### config.mk
export PLATFORM = sky130hd
export DESIGN_NAME = midi_led_effect_engine
export DESIGN_NICKNAME = d
export VERILOG_FILES = /design/src/sv/mle_pkg.sv /design/src/sv/midi_led_effect_engine.sv
export SDC_FILE = /design/constraint.sdc
export NUM_CORES = 2
export LEC_CHECK = 0
export BUFFER_PORTS_ARGS = -buffer_cell sky130_fd_sc_hd__buf_4
export CORE_UTILIZATION = 45
export CTS_BUF_LIST = sky130_fd_sc_hd__clkbuf_4 sky130_fd_sc_hd__clkbuf_8
export DETAILED_ROUTE_END_ITERATION = 7
export PLACE_DENSITY = 0.71
export SLEW_MARGIN = 10
export SYNTH_ARGS = -nofsm -noshare
export SYNTH_HDL_FRONTEND = slang
export SYNTH_SLANG_ARGS = --single-unit
### constraint.sdc
create_clock -name clk -period 5.73 [get_ports clk]
set_clock_uncertainty 0.15 [all_clocks]
set_input_delay 0.2865 -clock clk [delete_from_list [all_inputs] [get_ports clk]]
set_output_delay 0.2865 -clock clk [all_outputs]
set_load 0.01 [all_outputs]
### src/sv/mle_pkg.sv
`timescale 1ns / 1ps
package mle_pkg;

  localparam logic [2:0] OP_NOTE_ON  = 3'd0;
  localparam logic [2:0] OP_NOTE_OFF = 3'd1;
  localparam logic [2:0] OP_CC       = 3'd2;
  localparam logic [2:0] OP_CLOCK    = 3'd3;
  localparam logic [2:0] OP_START    = 3'd4;
  localparam logic [2:0] OP_STOP     = 3'd5;
  localparam logic [2:0] OP_TICK     = 3'd6;
  localparam logic [2:0] OP_READ     = 3'd7;

  localparam logic [2:0] REG_DECAY     = 3'd0;
  localparam logic [2:0] REG_CHASE     = 3'd1;
  localparam logic [2:0] REG_LPEAK     = 3'd2;
  localparam logic [2:0] REG_DIV       = 3'd3;
  localparam logic [2:0] REG_THRESH    = 3'd4;
  localparam logic [2:0] REG_SW_CH     = 3'd5;
  localparam logic [2:0] REG_BAR_CH    = 3'd6;
  localparam logic [2:0] REG_BAR_CTRL  = 3'd7;

  localparam logic [1:0] MODE_CHASE  = 2'd0;
  localparam logic [1:0] MODE_LEVEL  = 2'd1;
  localparam logic [1:0] MODE_BAR    = 2'd2;
  localparam logic [1:0] MODE_MIRROR = 2'd3;

  typedef struct packed {
    logic [2:0] operation;
    logic [4:0] midi_channel;
    logic [6:0] key;
    logic [6:0] amount;
    logic [5:0] pixel_index;
  } req_t;

  typedef struct packed {
    logic       show;
    logic [1:0] note_on_pulses;
    logic [1:0] note_off_pulses;
    logic [7:0] pixel_red;
    logic [7:0] pixel_green;
    logic [7:0] pixel_blue;
    logic [7:0] pixel_level;
    logic [1:0] effect;
  } res_t;

  // one decay step: neighbor overtake or saturating subtract
  function automatic logic [7:0] decay_val(input logic [7:0] cur, input logic [7:0] prev,
                                           input logic has_prev, input logic [7:0] step);
    logic [7:0] r;
    if (has_prev && cur < prev) r = prev;
    else if (cur > step) r = cur - step;
    else r = 8'd0;
    return r;
  endfunction

endpackage

### src/sv/midi_led_effect_engine.sv
`timescale 1ns / 1ps
// Accept to done: start/stop and requests that touch no buffer go to S_DONE;
// note and clock pass S_RD, read S_RD then S_READ2; a bar graph walks each
// pixel; a tick passes S_RD, then walks the red (chase) or level store. busy
// drops in the done cycle, so the next request can be taken there. The
// receiver cannot stall. Reset (rst, synchronous): registers to defaults, then
// a clearing pass zeroes the pixel and level buffers while busy stays high.
module midi_led_effect_engine #(
  parameter int PIXELS = 60
) (
  input  logic          clk,
  input  logic          rst,
  input  logic          start,
  output logic          busy,
  input  mle_pkg::req_t req,
  output logic          done,
  output mle_pkg::res_t res,
  input  logic          cfg_we,
  input  logic [2:0]    cfg_index,
  input  logic [15:0]   cfg_data
);
  import mle_pkg::*;

  localparam int HALF = PIXELS / 2;
  localparam int AW = $clog2(PIXELS);
  localparam int LW = (HALF > 1) ? $clog2(HALF) : 1;

  // configuration
  logic [7:0]  decay_step, chase_peak, level_peak, clock_division;
  logic [15:0] level_tick_threshold;
  logic [4:0]  switch_channel, bar_channel;
  logic [6:0]  bar_controller;

  always_ff @(posedge clk) begin
    if (rst) begin
      decay_step <= 8'd3; chase_peak <= 8'd220; level_peak <= 8'd255;
      clock_division <= 8'd24; level_tick_threshold <= 16'd1000;
      switch_channel <= 5'd2; bar_channel <= 5'd3; bar_controller <= 7'd2;
    end else if (cfg_we) begin
      unique case (cfg_index)
        REG_DECAY:    decay_step <= cfg_data[7:0];
        REG_CHASE:    chase_peak <= cfg_data[7:0];
        REG_LPEAK:    level_peak <= cfg_data[7:0];
        REG_DIV:      clock_division <= cfg_data[7:0];
        REG_THRESH:   level_tick_threshold <= cfg_data;
        REG_SW_CH:    switch_channel <= cfg_data[4:0];
        REG_BAR_CH:   bar_channel <= cfg_data[4:0];
        REG_BAR_CTRL: bar_controller <= cfg_data[6:0];
        default: ;
      endcase
    end
  end

  logic [7:0] div_limit;
  assign div_limit = (clock_division == 8'd0) ? 8'd0 : clock_division - 8'd1;

  // sequencer states
  localparam logic [2:0] S_CLEAR = 3'd0;
  localparam logic [2:0] S_IDLE  = 3'd1;
  localparam logic [2:0] S_RD    = 3'd2;  // memory read issued
  localparam logic [2:0] S_WALK  = 3'd3;  // per-entry walk
  localparam logic [2:0] S_DONE  = 3'd4;
  localparam logic [2:0] S_READ2 = 3'd5;  // pixel read issued, data out with done

  logic [2:0]  state;
  req_t        cur;
  logic [AW:0] idx;       // walk index, counts down
  logic        walk_lvl;  // walking level store rather than red
  logic [7:0]  prev_val;  // value of entry idx (carried from q)
  logic        show_r;
  logic [1:0]  mode;
  logic [7:0]  clock_count;
  logic [15:0] tick_count;
  logic        running;
  logic [1:0]  pon, poff;

  // memories: red, green, blue, level
  logic [7:0] red_m [PIXELS];
  logic [7:0] grn_m [PIXELS];
  logic [7:0] blu_m [PIXELS];
  logic [7:0] lvl_m [HALF];

  logic [AW-1:0] r_addr;
  logic [LW-1:0] l_addr;
  logic [7:0]    r_q, g_q, b_q, l_q;
  logic          r_we, g_we, b_we, l_we;
  logic [AW-1:0] w_addr;
  logic [LW-1:0] lw_addr;
  logic [7:0]    r_wd, g_wd, b_wd, l_wd;

  always_ff @(posedge clk) begin
    if (r_we) red_m[w_addr] <= r_wd;
    if (g_we) grn_m[w_addr] <= g_wd;
    if (b_we) blu_m[w_addr] <= b_wd;
    if (l_we) lvl_m[lw_addr] <= l_wd;
    r_q <= red_m[r_addr];
    g_q <= grn_m[r_addr];
    b_q <= blu_m[r_addr];
    l_q <= lvl_m[l_addr];
  end

  // mirrored level address for a read
  logic [6:0] pidx;
  logic       lvl_ok;
  logic [LW-1:0] lvl_rd;
  always_comb begin
    pidx = {1'b0, cur.pixel_index};
    lvl_ok = 1'b0;
    lvl_rd = '0;
    if (pidx < 7'(HALF)) begin
      lvl_ok = 1'b1; lvl_rd = LW'(7'(HALF - 1) - pidx);
    end else if (pidx < 7'(2 * HALF)) begin
      lvl_ok = 1'b1; lvl_rd = LW'(pidx - 7'(HALF));
    end
  end

  // walk: current entry value comes from q (address idx), prev from q too
  // alternating is avoided by reading idx-1 each cycle and carrying.
  logic [7:0] walk_cur, walk_q;
  assign walk_q = walk_lvl ? l_q : r_q;

  // bar graph values
  logic [6:0] bar_v;
  assign bar_v = ({1'b0, cur.amount[6:1]} > 7'(PIXELS)) ? 7'(PIXELS)
                                                         : {1'b0, cur.amount[6:1]};
  logic is_bar_ch;
  assign is_bar_ch = (cur.midi_channel == bar_channel);

  // mirror pixel
  logic       mir_ok;
  logic [6:0] mir_p;
  assign mir_p = cur.key - 7'd32;
  assign mir_ok = (cur.key > 7'd32) && (cur.key < 7'd92) && (mir_p < 7'(PIXELS));
  logic [1:0] pulse_n;
  assign pulse_n = (cur.key == 7'd48 || cur.key == 7'd52 || cur.key == 7'd55) ? 2'd1 : 2'd2;

  logic [7:0] cc_next;
  assign cc_next = clock_count + 8'd1;
  logic [15:0] tc_next;
  assign tc_next = (tick_count != 16'hFFFF) ? tick_count + 16'd1 : tick_count;

  logic [AW:0] idx_m1;
  assign idx_m1 = idx - (AW+1)'(1);

  // single-entry writes for note and clock requests, done in S_RD
  // (these share the write port; walks never overlap them)
  logic       side_we;
  logic       side_red;
  assign side_red = (cur.operation == OP_CLOCK) && running && !mode[1] &&
                    (cc_next > div_limit);
  assign side_we = (state == S_RD) &&
                   (((cur.operation == OP_NOTE_ON && cur.midi_channel != switch_channel) ||
                     cur.operation == OP_NOTE_OFF) && mode == MODE_MIRROR && mir_ok);

  always_comb begin
    r_addr = cur.pixel_index[AW-1:0];
    l_addr = lvl_rd;
    r_we = 1'b0; g_we = 1'b0; b_we = 1'b0; l_we = 1'b0;
    w_addr = idx[AW-1:0]; lw_addr = idx[LW-1:0];
    r_wd = '0; g_wd = '0; b_wd = '0; l_wd = '0;
    walk_cur = prev_val;
    unique case (state)
      S_CLEAR: begin
        r_we = 1'b1; g_we = 1'b1; b_we = 1'b1;
        l_we = (idx < (AW+1)'(HALF));
      end
      S_IDLE: begin
        // addresses for first walk read: top entry of each store
        r_addr = AW'(PIXELS - 1);
        l_addr = LW'(HALF - 1);
      end
      S_RD: begin
        // first entry is in q now; request idx-1
        r_addr = idx_m1[AW-1:0];
        l_addr = idx_m1[LW-1:0];
        if (side_we) begin
          r_we = 1'b1; g_we = 1'b1; b_we = 1'b1;
          w_addr = mir_p[AW-1:0];
          g_wd = (cur.operation == OP_NOTE_ON) ? 8'd255 : 8'd0;
          b_wd = (cur.operation == OP_NOTE_ON) ? 8'd255 : 8'd0;
        end
        if (side_red) begin
          if (mode == MODE_CHASE) begin
            r_we = 1'b1; w_addr = '0; r_wd = chase_peak;
          end else begin
            l_we = 1'b1; lw_addr = '0; l_wd = level_peak;
          end
        end
      end
      S_WALK: begin
        if (cur.operation == OP_TICK) begin
          // prev_val holds entry idx, walk_q holds entry idx-1
          walk_cur = decay_val(prev_val, walk_q, idx != '0, decay_step);
          r_we = !walk_lvl; l_we = walk_lvl;
          r_wd = walk_cur; l_wd = walk_cur;
          r_addr = (idx_m1 == '0) ? '0 : AW'(idx_m1 - (AW+1)'(1));
          l_addr = (idx_m1 == '0) ? '0 : LW'(idx_m1 - (AW+1)'(1));
        end else begin
          if (is_bar_ch) begin
            g_we = 1'b1; g_wd = (8'(idx) < {1'b0, bar_v}) ? 8'd255 : 8'd0;
          end else begin
            b_we = 1'b1;
            b_wd = (8'(idx) >= 8'(PIXELS) - {1'b0, bar_v}) ? 8'd255 : 8'd0;
          end
        end
      end
      default: ;
    endcase
  end

  assign busy = (state != S_IDLE);

  always_ff @(posedge clk) begin
    if (rst) begin
      state <= S_CLEAR; idx <= (AW+1)'(PIXELS - 1);
      mode <= MODE_CHASE; clock_count <= 8'd23; tick_count <= '0;
      running <= 1'b0; walk_lvl <= 1'b0; done <= 1'b0;
      cur <= '0; show_r <= 1'b0; pon <= '0; poff <= '0; prev_val <= '0;
    end else begin
      done <= (state == S_DONE) || (state == S_READ2);
      unique case (state)
        S_CLEAR: begin
          if (idx == '0) state <= S_IDLE;
          else idx <= idx_m1;
        end
        S_IDLE: begin
          if (start) begin
            cur <= req; pon <= '0; poff <= '0;
            unique case (req.operation)
              OP_NOTE_ON, OP_NOTE_OFF, OP_CLOCK, OP_READ: begin
                show_r <= 1'b0; state <= S_RD;
              end
              OP_CC: begin
                if (mode == MODE_BAR && req.key == bar_controller) begin
                  idx <= (AW+1)'(PIXELS - 1); state <= S_WALK; show_r <= 1'b1;
                end else begin
                  show_r <= 1'b0; state <= S_DONE;
                end
              end
              OP_START, OP_STOP: begin
                clock_count <= div_limit; tick_count <= '0;
                running <= (req.operation == OP_START);
                show_r <= 1'b0; state <= S_DONE;
              end
              OP_TICK: begin
                if (running && mode == MODE_CHASE) begin
                  walk_lvl <= 1'b0; idx <= (AW+1)'(PIXELS - 1);
                  show_r <= 1'b1; state <= S_RD;
                end else if (running && mode == MODE_LEVEL &&
                             tc_next > level_tick_threshold) begin
                  tick_count <= '0; walk_lvl <= 1'b1;
                  idx <= (AW+1)'(HALF - 1); show_r <= 1'b1; state <= S_RD;
                end else begin
                  if (running && mode == MODE_LEVEL) tick_count <= tc_next;
                  show_r <= 1'b0; state <= S_DONE;
                end
              end
              default: begin
                show_r <= 1'b0; state <= S_DONE;
              end
            endcase
          end
        end
        S_RD: begin
          unique case (cur.operation)
            OP_TICK: begin
              // first walk value: entry top arrives here
              prev_val <= walk_q;
              state <= S_WALK;
            end
            OP_READ: state <= S_READ2;
            OP_NOTE_ON: begin
              if (cur.midi_channel == switch_channel) mode <= mode + 2'd1;
              else if (mode == MODE_MIRROR) begin
                pon <= pulse_n; show_r <= 1'b1;
              end
              state <= S_DONE;
            end
            OP_NOTE_OFF: begin
              if (mode == MODE_MIRROR) begin
                poff <= pulse_n; show_r <= 1'b1;
              end
              state <= S_DONE;
            end
            default: begin // clock
              if (running && !mode[1]) begin
                if (cc_next > div_limit) begin
                  clock_count <= '0; show_r <= 1'b1;
                end else clock_count <= cc_next;
              end
              state <= S_DONE;
            end
          endcase
        end
        S_WALK: begin
          if (cur.operation == OP_TICK) prev_val <= walk_q;
          if (idx == '0) state <= S_DONE;
          else idx <= idx_m1;
        end
        default: state <= S_IDLE;  // S_DONE, S_READ2: result goes out next cycle
      endcase
    end
  end

  logic rd_ok;
  assign rd_ok = ({1'b0, cur.pixel_index} < 7'(PIXELS));

  always_comb begin
    res = '0;
    res.show = show_r;
    res.note_on_pulses = pon;
    res.note_off_pulses = poff;
    res.effect = mode;
    if (cur.operation == OP_READ && rd_ok) begin
      res.pixel_red = r_q; res.pixel_green = g_q; res.pixel_blue = b_q;
      res.pixel_level = lvl_ok ? l_q : 8'd0;
    end
  end

endmodule

After elaboration in Yosys (flattened, before gate mapping)

Memories as Yosys holds them, arrays and structs flattened. A register that Yosys moved wholly into a read port is not among the register bits.
Index checks and enable logic that the tools add are counted.

Magnitude comparators: 13
Multiplexer cells: 112
$mul: 0
Divide/modulo/power cells: 0
Add/subtract/negate cells: 11
Equal/unequal tests: 55
Bitwise logic cells: 0
Reduce and logical (&&, ||, !) cells: 62
Shifts and indexed selects: 0

Operator list:

| cell                    | count |
|---|---|
| $mux W8                 | 23 |
| $pmux W8 S2             | 5 |
| $mux W16                | 4 |
| $mux W6                 | 7 |
| $eq A3 B3 Y1 const B    | 12 |
| $mux W5                 | 7 |
| $mux W7                 | 5 |
| $mux W32                | 1 |
| $pmux W16 S2            | 1 |
| $mux W1                 | 31 |
| $pmux W7 S2             | 2 |
| $pmux W3 S4             | 2 |
| $eq A3 B2 Y1 const B    | 7 |
| $eq A7 B6 Y1 const B    | 3 |
| $reduce_and A2 Y1       | 10 |
| $mux W3                 | 6 |
| $pmux W1 S3             | 6 |
| $pmux W6 S3             | 1 |
| $add A16 B1 Y16 const B | 1 |
| $gt A16 B16 Y1          | 1 |
| $gt A8 B8 Y1            | 2 |
| $logic_and A1 B1 Y1     | 16 |
| $ne A16 B16 Y1 const B  | 1 |
| $ne A2 B2 Y1 const B    | 8 |
| 52 further kinds        | 91 |

Bits in read-only memories: 0
Memory bits (writable): 1,680
Input bits: 51
Bits in latches: 0
Memories: 4
Output and inout port bits: 41
Flip-flop bits (word level): 145

Memories:

| name  | depth | bits a word | rd ports | clocked after Yosys merged registers in | wr ports | line                         | text |
|---|---|---|---|---|---|---|---|
| blu_m | 60    | 8           | 1        | 1                                       | 1        | midi_led_effect_engine.sv:80 | `logic [7:0] blu_m [PIXELS];` |
| grn_m | 60    | 8           | 1        | 1                                       | 1        | midi_led_effect_engine.sv:79 | `logic [7:0] grn_m [PIXELS];` |
| red_m | 60    | 8           | 1        | 1                                       | 1        | midi_led_effect_engine.sv:78 | `logic [7:0] red_m [PIXELS];` |
| lvl_m | 30    | 8           | 1        | 1                                       | 1        | midi_led_effect_engine.sv:81 | `logic [7:0] lvl_m [HALF];` |

Depth between registers and ports, before layout

Depth after elaboration: 12
Mapped depth: 18
Gate-level depth less buffers: 17

Worst setup path after synthesis

Ideal clock, no wire load.

Kind: reg2reg
From: reg cur[9] in the netlist's numbering
To: mem blu_m[0][6] (data pin)
Path buffers: 0
Stages on the path, launching flop included: 13
Data arrival time: 3.939 ns
Path slack: 0.970 ns
Setup time: 0.671 ns
Cells stage by stage: dfxtp_1 nand4_1 nand2_1 ha_1 inv_1 ha_1 a21o_1 a21oi_1 nor2b_1 o21ai_0 nand2b_1 a211oi_1 o21ai_0

Word-level cells in the longest chain between the ends: 8

Ends and longest elaborated chain:

| element                | line                          | text |
|---|---|---|
| start, declared        | midi_led_effect_engine.sv:66  | `req_t cur;` |
| start signal, assigned | midi_led_effect_engine.sv:218 | `cur <= '0; show_r <= 1'b0; pon <= '0; poff <= '0; prev_val <= '0;` |
| start signal, assigned | midi_led_effect_engine.sv:228 | `cur <= req; pon <= '0; poff <= '0;` |
| $gt A6 B6 Y1           | midi_led_effect_engine.sv:124 | `assign bar_v = ({1'b0, cur.amount[6:1]} > 7'(PIXELS)) ? 7'(PIXELS)` |
| $mux W6 (*)            | midi_led_effect_engine.sv:124 |  |
| $sub A6 B6 Y7 (*)      | midi_led_effect_engine.sv:203 | `b_wd = (8'(idx) >= 8'(PIXELS) - {1'b0, bar_v}) ? 8'd255 : 8'd0;` |
| $ge A7 B8 Y1 (*)       | midi_led_effect_engine.sv:203 |  |
| $mux W8 (*)            | midi_led_effect_engine.sv:203 |  |
| $mux W8 (*)            | midi_led_effect_engine.sv:199 | `if (is_bar_ch) begin` |
| $mux W8 (*)            | midi_led_effect_engine.sv:191 | `if (cur.operation == OP_TICK) begin` |
| $pmux W8 S2 (*)        | midi_led_effect_engine.sv:162 | `unique case (state)` |
| end, declared          | midi_led_effect_engine.sv:80  |  |

Every way passes the cells marked *; elsewhere a longest branch is shown, timed or not.

Worst setup path in the final report

From: reg idx[0]
To: reg r_q[2], read port of red_m

Word-level cells in the longest chain between the ends: 5
Elaborated cells between the ends (all ways): 6

Ends and longest elaborated chain:

| element                                                  | line                          | text |
|---|---|---|
| start, declared                                          | midi_led_effect_engine.sv:67  | `logic [AW:0] idx;` |
| start signal, assigned                                   | midi_led_effect_engine.sv:224 | `else idx <= idx_m1;` |
| start signal, assigned                                   | midi_led_effect_engine.sv:298 | `else idx <= idx_m1;` |
| $sub A7 B1 Y7 (*)                                        | midi_led_effect_engine.sv:143 | `assign idx_m1 = idx - (AW+1)'(1);` |
| $sub A6 B1 Y6 / $logic_not A7 Y1 (equally long branches) | --                            |  |
| $mux W6                                                  | midi_led_effect_engine.sv:196 | `r_addr = (idx_m1 == '0) ? '0 : AW'(idx_m1 - (AW+1)'(1));` |
| $mux W6                                                  | midi_led_effect_engine.sv:191 |  |
| $pmux W6 S3 (*)                                          | midi_led_effect_engine.sv:162 |  |
| end, declared                                            | midi_led_effect_engine.sv:85  | `logic [7:0] r_q, g_q, b_q, l_q;` |

Marked as above.
A chain may end at the register's enable or synchronous reset.

==> impl_metrics.py <==
metrics = {
    "clock_network": {
        "clock-root-buffer": "clkbuf_8",
        "clk_pin_slew_ns": 0.07,
        "cts_htree_levels": 4,
        "numCtsBuffers": 161,
        "cts_max_path_buffers": 3,
        "clk_latency_ns": 0.85,
        "cts_setup_buffers": 0,
        "cts_tree": "built",
        "clock_sinks": 1002,
        "cts_hold_buf": 117,
        "postCtsResizedCells": 0,
    },
    "sta": {
        "tightest_slew_ns": 1.27,
        "finalSetupViolCount": 0,
        "worst_hold_slack_ns": 0.194,
        "max_freq_ghz": 0.195,
        "period_share_pct": 89.5,
        "rsz0062_at_grt": "no",
        "min_period_ns": 5.13,
        "timing_hold_violations_final": 0,
        "timing.slew.headroom_pct": 15.4,
        "drv_slew": 0,
        "fin_setup_tns_ns": 0,
    },
    "grt": {
        "grt_first_pass_wirelength_um": 192000,
        "grtUsageMet2_pct": 38.9,
        "gr-max-usage-layer": "met2",
        "use_met1_pct": 32.4,
        "grt_pass1_vias": 32700,
        "met3_usage_pct": 4.11,
        "grt_overflow": 0,
        "antenna_found_initial": 8,
        "grt_max_degree": 75,
        "grt_usage_pct": 24.2,
    },
    "job": {
        "maxCapViolations": 0,
    },
    "yosys": {
        "synthFlopType": "edfxtp_1",
        "synth_top_cell_area_share_pct": 54.7,
        "synth_nets": 3966,
        "ys_seq_area_share_pct": 61.7,
        "synth_top_area_cell": "edfxtp_1",
        "synth.avg_cell_area_sq_um": 12.0,
        "async_reset_ff_share_pct": 0,
        "synth_cells": 3847,
        "synth_area_leaders": "edfxtp_1 55%, dfxtp_1 7.0%, mux2i_1 5.8%",
        "yosysUniqueCellTypes": 92,
        "synth_seq_cells": 1002,
        "synth-warning-count": 0,
        "synth_edf_count": 840,
        "synth_area_sq_um": 46100,
    },
    "hold_path": {
        "min_path_type": "in -> reg",
    },
    "floorplanning": {
        "die-area_sq_um": 104000,
        "core_sq_um": 102000,
        "die_w_um": 322,
        "start_util_pct": 45.3,
        "dieHeight_um": 322,
        "io_pins": 92,
        "num_rows": 117,
    },
    "worst_setup_path": {
        "end_kind": "register",
        "cp.required_ns": 6.20,
        "cp.buffers_inverters": 2,
        "start_kind": "register",
        "worstPathArrival_ns": 5.60,
        "slowest_delay_ns": 0.73,
        "cp_cell_sequence": "inv_1 -> ha_1 -> nand2b_1 -> or3_4 -> and3_4 -> nand3_2 -> and3_2 -> buf_4 -> mux2i_1 -> a211oi_1 -> nor4_1 -> nor4_1",
        "crit_top_cell": "nor4_1",
        "slowest_stage": "nor4_1",
        "worstSetupPathType": "reg -> reg",
        "cp_max_fo": 30,
        "crit_family": "simple AND/OR/NAND/NOR gates",
    },
    "detailed_routing": {
        "drtPass1Iterations": 6,
        "avgRoutedWirePerCell_um": 22.6,
        "routed_via_density": 5.95,
        "drt_iter0_markers": 3714,
        "drc": 0,
        "ant_nets": 0,
        "finalWirelength_um": 127000,
        "vias": 33400,
    },
    "power_and_ir_drop": {
        "vdd_drop_max_uv": 188,
        "p_total_mw": 14.4,
        "power_density_nw_per_um2": 270,
        "p_leak_nw": 19.0,
    },
    "place": {
        "gp_congestion": 0.931,
        "hpwl_um": 80600,
        "portBuffers": 90,
    },
    "layout": {
        "postLayoutCoreUtil_pct": 52.3,
        "layout-drive-gt1-share_pct": 14.7,
        "area_growth_syn_to_layout_pct": 15.4,
        "finalNetCount": 4238,
        "n_fill_cell": 8521,
    },
    "run_status": {
        "status": "complete, no violations",
    },
}
==> per-stage QoR <==
stage / setup WS, ns / instances / instance area, sq um
floorplan: 0.970 / 3847 / 46100
global placement: 0.886 / 5207 / 48900
detailed placement: 0.811 / 5207 / 48900
CTS: 0.795 / 5608 / 53200
global route: 0.306 / 5610 / 53200
finish: 0.603 / 5611 / 53200
==> synth_stat cells (all sizes together) (7+ instances only) <==
| master | number |
|---|---|
| xnor2 | 38 |
| buf | 118 |
| xor2 | 17 |
| a211oi | 190 |
| a21oi | 111 |
| o21a | 14 |
| nand2b | 20 |
| a2111oi | 11 |
| o2111ai | 28 |
| or2 | 11 |
| a311oi | 103 |
| clkbuf | 177 |
| a221oi | 11 |
| and2 | 34 |
| a31oi | 57 |
| o311ai | 24 |
| nand2 | 424 |
| ha | 67 |
| mux2i | 267 |
| nor2 | 300 |
| o22ai | 28 |
| nand3 | 110 |
| nor2b | 15 |
| or3 | 17 |
| o32ai | 14 |
| nand3b | 7 |
| o21ai | 51 |
| o211ai | 29 |
| and3 | 155 |
| a21o | 11 |
| nand4 | 21 |
| nor4 | 54 |
| nor3 | 60 |
| dfxtp | 162 |
| nor3b | 13 |
| a21boi | 27 |
| inv | 113 |
| and4 | 28 |
| edfxtp | 840 |
| a22oi | 16 |
==> cell usage in the layout, fill, tap and decap left out, drive strengths merged, types with 27 or more instances in the layout <==
cell type / count
and4: 28
a211oi: 190
o211ai: 29
mux2i: 267
edfxtp: 840
xnor2: 38
a311oi: 103
a21oi: 111
ha: 67
nand2: 424
clkbuf: 231
inv: 122
nor2: 300
nor3: 60
a21boi: 27
clkinv: 39
dfxtp: 162
o2111ai: 28
nor4: 54
o21ai: 51
o22ai: 28
dlygate4sd3: 117
and3: 155
a31oi: 57
nand3: 110
and2: 34
buf: 287
==> sequential cells by signal (all words and copies together), names as in the netlist, 7 cells and up <==
signal / cells
bar_controller: 7
blu_m: 60
chase_peak: 8
clock_count: 8
clock_division: 8
cur: 27
decay_step: 8
grn_m: 60
idx: 7
l_q: 8
level_peak: 8
level_tick_threshold: 16
lvl_m: 240
prev_val: 8
r_q: 8
red_m: 480
tick_count: 16
==> kinds of logic (layout without fill, tap and decap cells) <==
group           after synthesis  in the layout  synth area share (%)
flops                      1002           1002                  61.7
mux                         270            270                  5.87
other cells                   0              3                     0
simple gates               1280           1280                  13.4
buf+inv                     409            802                  4.00
compound gates              763            763                  12.1
fa+ha+maj                    68             68                  1.86
xor+xnor                     55             55                  1.04
==> worst register-to-register path, cell delays in order (launching register included) <==
cell	delay [ns]
dfxtp_1	0.31
inv_1	0.25
ha_1	0.37
nand2b_1	0.16
or3_4	0.43
and3_4	0.33
nand3_2	0.32
and3_2	0.50
buf_4	0.42
mux2i_1	0.16
a211oi_1	0.56
nor4_1	0.20
nor4_1	0.73
==> layer usage <==
layer	vias to the layer above	wire (um)
li1	15200	-
met2	1579	59500
met4	2	4640
met3	301	10900
met1	16300	51900
met5	-	13
==> where the power goes <==
group          switching (mW)  internal, mW
registers              0.0153          7.83
clock network            2.85          3.29
logic                   0.259         0.137
total                    3.13          11.3
==> worst paths after layout <==
| check | cells past startpoint | slack (ns) | endpoint | startpoint |
|---|---|---|---|---|
| setup / recovery | 12 | 0.60 | r_q[2]$_DFF_P_ | idx[0]$_SDFFE_PP1P_ |
| hold / removal | 4 | 0.19 | level_peak[5]$_SDFFE_PP1P_ | cfg_data[5] |
| setup reg to reg | 12 | 0.60 | r_q[2]$_DFF_P_ | idx[0]$_SDFFE_PP1P_ |
| hold reg to reg | 2 | 0.31 | level_tick_threshold[2]$_SDFFE_PP0P_ | level_tick_threshold[2]$_SDFFE_PP0P_ |
==> cell type report <==
cell class,count,area (sq um),area share (%)
multi-input cells,2436,16000,30.0
well taps,1368,1710,3.22
clock buffers,231,2790,5.24
inverters,114,428,0.804
repair buffers,404,3460,6.51
diodes,3,7.51,0.0141
clock inverters,53,389,0.731
flip-flops and latches,1002,28500,53.5
Power figures use the tool's default switching activity.
